--- src/hw/rtl/obbpt_pkg.sv ---
// Shared types and constants for the order book best price tracker.
// Used by obbpt_cell and order_book_best_price_tracker_core; no dependencies.
package obbpt_pkg;

	localparam int LVL_W        = 10;
	localparam int QTY_W        = 32;
	localparam int LVL_SPAN     = 1 << LVL_W;
	localparam int PRICE_LEVELS_DEF = 1024;
	localparam int CHAIN_TARGET = 8;

	localparam logic SIDE_BID = 1'b0;
	localparam logic SIDE_ASK = 1'b1;

	typedef struct packed {
		logic             side;
		logic [LVL_W-1:0] level;
		logic [QTY_W-1:0] quantity;
	} req_t;

	typedef struct packed {
		logic             bid_valid;
		logic [LVL_W-1:0] best_bid;
		logic             ask_valid;
		logic [LVL_W-1:0] best_ask;
		logic             uncrossed;
	} rsp_t;

	// Write of one occupancy bit into the cell row.
	typedef struct packed {
		logic             en;
		logic             side;
		logic [LVL_W-1:0] level;
		logic             set;
	} cell_wr_t;

	// Best occupied level seen so far along the row.
	typedef struct packed {
		logic             found;
		logic [LVL_W-1:0] lvl;
	} lvl_sum_t;

endpackage

--- src/hw/rtl/obbpt_cell.sv ---
// One cell of the occupancy row: holds the bid and ask bits of a slice of levels.
// Depends on obbpt_pkg; instantiated by order_book_best_price_tracker_core.
module obbpt_cell import obbpt_pkg::*; #(
	parameter int CELL_BITS = 128,
	parameter int CELL_IDX  = 0
) (
	input  logic     clk,
	input  logic     arst_n,
	input  cell_wr_t wr,
	input  lvl_sum_t bid_in,
	input  lvl_sum_t ask_in,
	output lvl_sum_t bid_out,
	output lvl_sum_t ask_out
);

	localparam int OFF_W = $clog2(CELL_BITS);

	logic [CELL_BITS-1:0] bid_bits_q;
	logic [CELL_BITS-1:0] ask_bits_q;
	lvl_sum_t             bid_stage_q;
	lvl_sum_t             ask_stage_q;
	logic                 hit;
	logic [OFF_W-1:0]     off;
	logic [OFF_W-1:0]     hi_off;
	logic [OFF_W-1:0]     lo_off;
	logic [LVL_W-1:0]     base;

	assign base = LVL_W'(CELL_IDX) << OFF_W;
	assign off  = wr.level[OFF_W-1:0];
	assign hit  = wr.en && ((wr.level >> OFF_W) == LVL_W'(CELL_IDX));

	// Highest occupied bid bit and lowest occupied ask bit in this slice.
	always_comb begin
		hi_off = '0;
		lo_off = '0;
		for (int i = 0; i < CELL_BITS; i++) begin
			if (bid_bits_q[i]) hi_off = OFF_W'(i);
		end
		for (int i = CELL_BITS - 1; i >= 0; i--) begin
			if (ask_bits_q[i]) lo_off = OFF_W'(i);
		end
	end

	always_ff @(posedge clk or negedge arst_n) begin
		if (!arst_n) begin
			bid_bits_q  <= '0;
			ask_bits_q  <= '0;
			bid_stage_q <= '0;
			ask_stage_q <= '0;
		end else begin
			if (hit && wr.side == SIDE_BID) bid_bits_q[off] <= wr.set;
			if (hit && wr.side == SIDE_ASK) ask_bits_q[off] <= wr.set;
			// Take the local best if the slice is occupied, else pass the neighbor on.
			if (|bid_bits_q) begin
				bid_stage_q <= '{found: 1'b1, lvl: base | LVL_W'(hi_off)};
			end else begin
				bid_stage_q <= bid_in;
			end
			if (|ask_bits_q) begin
				ask_stage_q <= '{found: 1'b1, lvl: base | LVL_W'(lo_off)};
			end else begin
				ask_stage_q <= ask_in;
			end
		end
	end

	assign bid_out = bid_stage_q;
	assign ask_out = ask_stage_q;

endmodule

--- config.mk ---
export PLATFORM = sky130hd
export DESIGN_NAME = obbpt_cell
export DESIGN_NICKNAME = d
export VERILOG_FILES = /design/src/hw/rtl/obbpt_pkg.sv /design/src/hw/rtl/obbpt_cell.sv
export SDC_FILE = /design/constraint.sdc
export NUM_CORES = 1
export LEC_CHECK = 0
export ABC_AREA = 1
export BUFFER_PORTS_ARGS = -buffer_cell sky130_fd_sc_hd__clkbuf_2
export CAP_MARGIN = 30
export CORE_AREA = 2 2 194 196
export CTS_CLUSTER_DIAMETER = 120
export DETAILED_ROUTE_END_ITERATION = 16
export DIE_AREA = 0 0 196 198
export MAX_ROUTING_LAYER = met4
export PLACE_DENSITY = 0.69
export SLEW_MARGIN = 0
export SYNTH_ARGS = -nofsm -noshare
export SYNTH_HDL_FRONTEND = slang
export SYNTH_SLANG_ARGS = --single-unit
--- constraint.sdc ---
create_clock -name clk -period 7.9 [get_ports clk]
set_input_delay 0.79 -clock clk [delete_from_list [all_inputs] [get_ports clk]]
set_output_delay 0.79 -clock clk [all_outputs]
set_load 0.1 [all_outputs]
==> results.md <==
Run status:
- The run finished with clean final reports.

CTS:
- Hold repair after CTS inserted 0 buffers.
- The maximum root-to-sink buffer count is 3.
- Counting every sink on the clock net gives 278.
- In this run the number of H-tree levels came out at 1.
- The worst-skew pair later-pin latency is 0.58 ns.
- The root buffer cell chosen for the clock tree is sky130_fd_sc_hd__clkbuf_16.
- The TritonCTS clock tree is done.
- The total CTS buffers is 30.
- The clock input transition at the sequential cells of the worst setup and hold paths is 0.06 ns.

Routing:
- The post-detailed-route via-to-cell ratio is 5.350.
- The routed layout has 13730 vias.
- The count of nets left with antenna violations once routing finished came out at 0.
- The detailed router's first-iteration violation count is 1298.
- The mean routed wirelength per cell is 16.08 um.
- In the routed design, unresolved DRC markers number 0.
- The aggregate routed wire length is 41.29 mm.
- The first-pass iteration count of the detailed router is 5.

Timing:
- Setup violations remaining at the end of the flow were counted as 0.
- The final count of pins violating max slew is 0.
- Timing would allow up to 0.1416 GHz.
- Setup slack closes at 0.8378 ns.
- The largest clock skew in the final design is 0.01233 ns.
- The measured slew at the worst slew-check pin is 1.185 ns.
- Setup repair after global routing could not meet its margin everywhere.
- The relative max-transition margin is 21.00%.
- On the final layout, the worst hold slack is 0.2420 ns.
- The count of final hold-check violations is 0.
- The worst path uses 89.39% of the clock period.
- For the finished layout, the period the worst path requires is 7.062 ns.

Power:
- The static leakage power is 8.491 nW.
- The total power after layout is 3.774 mW.
- The peak ir drop on the vdd network is 0.1426 mV.
- In this run the power density over the cells is 220.1 nW/um^2.

Floorplanning:
- The floorplan has 71 rows.
- The boundary pin count is 59.
- The die is 196 um wide.
- The core region is 36960 um^2.
- The die covers 38810 um^2.
- The effective utilization at floorplan is 41.21%.
- The y dimension of the die is 198 um.

Place:
- The HPWL after detailed placement is 25.88 mm.
- The global placer's final weighted congestion is 0.8654.
- The total instance count after detailed placement is 2507.
- The quantity of I/O buffers inserted on ports is 58.
- Prior to clock tree synthesis, the placed netlist has a worst setup slack of 0.8016 ns.

Global routing:
- The number of global-route vias before repair is 12640.
- The first global-routing pass estimated 66.60 mm of wire.
- The initial antenna violation count came to 1.
- For this run, the total global-route usage over all layers was measured as 21.84%.
- Entering global routing, the biggest net connects 254 pins.
- Summed over all layers, the global routing overflow is 0.

Critical path:
- The critical path endpoint category is a flip-flop.
- The data required time of the critical path is 8.36 ns.
- By startpoint and endpoint, the worst setup path is classified as flip-flop to flip-flop.
- The data arrival time of the worst path is 7.53 ns.
- Of all nets on the critical path, the largest fanout is 3.
- Among all stages on the critical path, the largest delay is contributed by sky130_fd_sc_hd__dfrtp_1.
- On the worst path, the slowest cell contributes a delay of 0.39 ns.
- The startpoint type of the worst setup path is a flip-flop.
- The most frequent cell on the critical path is sky130_fd_sc_hd__nand2_1.

Layout:
- The synthesis-to-finish area growth is 12.61%.
- The final core utilization is 46.40%.
- For this run, the post-layout net count is 2105.
- The final cell count without fillers is 2567.
- Cells with a size suffix above 1 make up 8.461% of the layout.

Synth:
- Sequential cells were found to cover 45.68% of the synthesized design area.
- Of all cell types, the one taking the most synthesized area is sky130_fd_sc_hd__dfrtp_1.
- The average cell area after synthesis is 7.425 um^2.
- The area share of the leading cell type in the synthesized netlist is 45.68%.
- The total standard cell area after synthesis is 15230 um^2.
- The count of distinct cell types in the synthesized netlist is 29.
- The number of instances in the synthesized netlist is 2051.
- Synthesis inferred 278 register bits.
- The synthesized netlist net count is 2088.
- Sorting the synthesized cells by area gives the leading types as sky130_fd_sc_hd__dfrtp_1 (46%), sky130_fd_sc_hd__nand2_1 (12%), sky130_fd_sc_hd__a31oi_1 (11%).
- For this run, the number of Yosys warnings is 0.

Flow run:
- Across the run, the number of max-cap violations was 0.

Worst hold path:
- The worst min-delay path class is primary input to asynchronous set/reset pin.
## layout by cell type, fill, tap and decap left out, types with 3 or more instances in the layout
cell and n:
sky130_fd_sc_hd__o21ai_1 4, sky130_fd_sc_hd__clkbuf_2 57, sky130_fd_sc_hd__bufinv_8 36, sky130_fd_sc_hd__or2_2 3, sky130_fd_sc_hd__o21bai_1 5, sky130_fd_sc_hd__o21ai_0 7
sky130_fd_sc_hd__a21oi_1 260, sky130_fd_sc_hd__dfrtp_1 278, sky130_fd_sc_hd__nand2_1 483, sky130_fd_sc_hd__clkbuf_16 31, sky130_fd_sc_hd__clkinv_2 9, sky130_fd_sc_hd__nor2_1 330
sky130_fd_sc_hd__nand3_1 20, sky130_fd_sc_hd__inv_1 240, sky130_fd_sc_hd__nor3_1 7, sky130_fd_sc_hd__bufinv_16 6, sky130_fd_sc_hd__clkbuf_8 5, sky130_fd_sc_hd__buf_16 4
sky130_fd_sc_hd__a31oi_1 258, sky130_fd_sc_hd__nor4_1 6, sky130_fd_sc_hd__inv_2 4, sky130_fd_sc_hd__buf_4 10
## state kept, by name, summed over array words and instances (netlist names)
| signal | count |
|---|---|
| ask_bits_q | 128 |
| ask_out | 11 |
| bid_bits_q | 128 |
| bid_out | 11 |
## logic make-up (layout without fill, tap and decap cells)
logic type,after synthesis,after routing,share of synthesized area [%]
simple gates,856,856,21.54
compound gates,545,545,20.35
buf+inv,372,413,12.42
flops,278,278,45.68
other cells,0,1,0
## final timing paths
| path | slack (ns) | from | cells after the start | endpoint |
|---|---|---|---|---|
| setup reg to reg | 0.84 | ask_bits_q[127] | 128 | ask_out[0] |
| max in group asynchronous | 6.22 | arst_n | 2 | ask_bits_q[112] |
| min in group clk | 0.41 | ask_in[9] | 3 | ask_out[9] |
| setup / recovery | 0.84 | ask_bits_q[127] | 128 | ask_out[0] |
| hold reg to reg | 0.48 | bid_bits_q[126] | 2 | bid_out[1] |
| hold / removal | 0.24 | arst_n | 1 | bid_bits_q[43] |
## per-layer routing
metal	vias to the layer above	wire [um]	share of wire [%]	GRT usage, %
met5	-	0	0	-
met4	0	1296	3.1	7.295
met3	79	2564	6.2	3.083
met2	467	19160	46	34.84
met1	6409	18260	44	28.78
li1	6779	-	-	-
## Yosys cell counts
library cell and number:
sky130_fd_sc_hd__bufinv_8 36, sky130_fd_sc_hd__nor4_1 6, sky130_fd_sc_hd__nor2_1 331, sky130_fd_sc_hd__a21boi_0 1, sky130_fd_sc_hd__a31oi_1 258, sky130_fd_sc_hd__a32o_1 1, sky130_fd_sc_hd__o21ai_1 4, sky130_fd_sc_hd__clkbuf_1 89
sky130_fd_sc_hd__inv_2 5, sky130_fd_sc_hd__or2_2 3, sky130_fd_sc_hd__o21ai_0 7, sky130_fd_sc_hd__a22o_1 1, sky130_fd_sc_hd__nand2_1 484, sky130_fd_sc_hd__o311ai_0 1, sky130_fd_sc_hd__clkinv_1 1, sky130_fd_sc_hd__dfrtp_1 278
sky130_fd_sc_hd__o21bai_1 5, sky130_fd_sc_hd__inv_1 241, sky130_fd_sc_hd__or2_1 1, sky130_fd_sc_hd__nor3_1 7, sky130_fd_sc_hd__nand3_1 21, sky130_fd_sc_hd__o2111ai_1 1, sky130_fd_sc_hd__a311oi_1 2, sky130_fd_sc_hd__and2_1 1
sky130_fd_sc_hd__o31ai_1 2, sky130_fd_sc_hd__a21oi_1 260, sky130_fd_sc_hd__nand4_1 2, sky130_fd_sc_hd__o21a_1 1, sky130_fd_sc_hd__a211oi_1 1
## critical path: cells and delay by family (launching register included)
kind | cells | cell delay (ns)
and+or+nand+nor | 128 | 6.60
DFF | 1 | 0.39
## metrics by stage
stage,setup TNS [ns],area [um^2]
finish,0,17150
global route,-0.4205,17150
CTS,0,17080
detailed placement,0,15970
global placement,0,15920
floorplan,0,15230
## power by group
group          leakage (nW)  internal, mW  total, mW  switching, mW
registers              3.79          1.46       1.48         0.0210
clock network         0.550         0.958       1.57          0.614
logic                  4.15         0.199      0.721          0.522
total                  8.49          2.62       3.77           1.16
## repair_timing
action                                  4_1_cts  5_1_grt
hold endpoints to repair                      0        0
buffers inserted                              0        1
resized for setup                             0        2
endpoints found under the setup margin        0        1
## cell type report
type	instances	area [um^2]
clock buffer	37	848.3
tap	474	593.1
timing repair buffer	74	525.5
fill	3607	19810
inverter	283	1568
clock inverter	19	260.3
sequential	278	6957
multi-input combinational	1401	6395
antenna	1	2.502
Note: power is estimated with default switching activity, not from simulation.
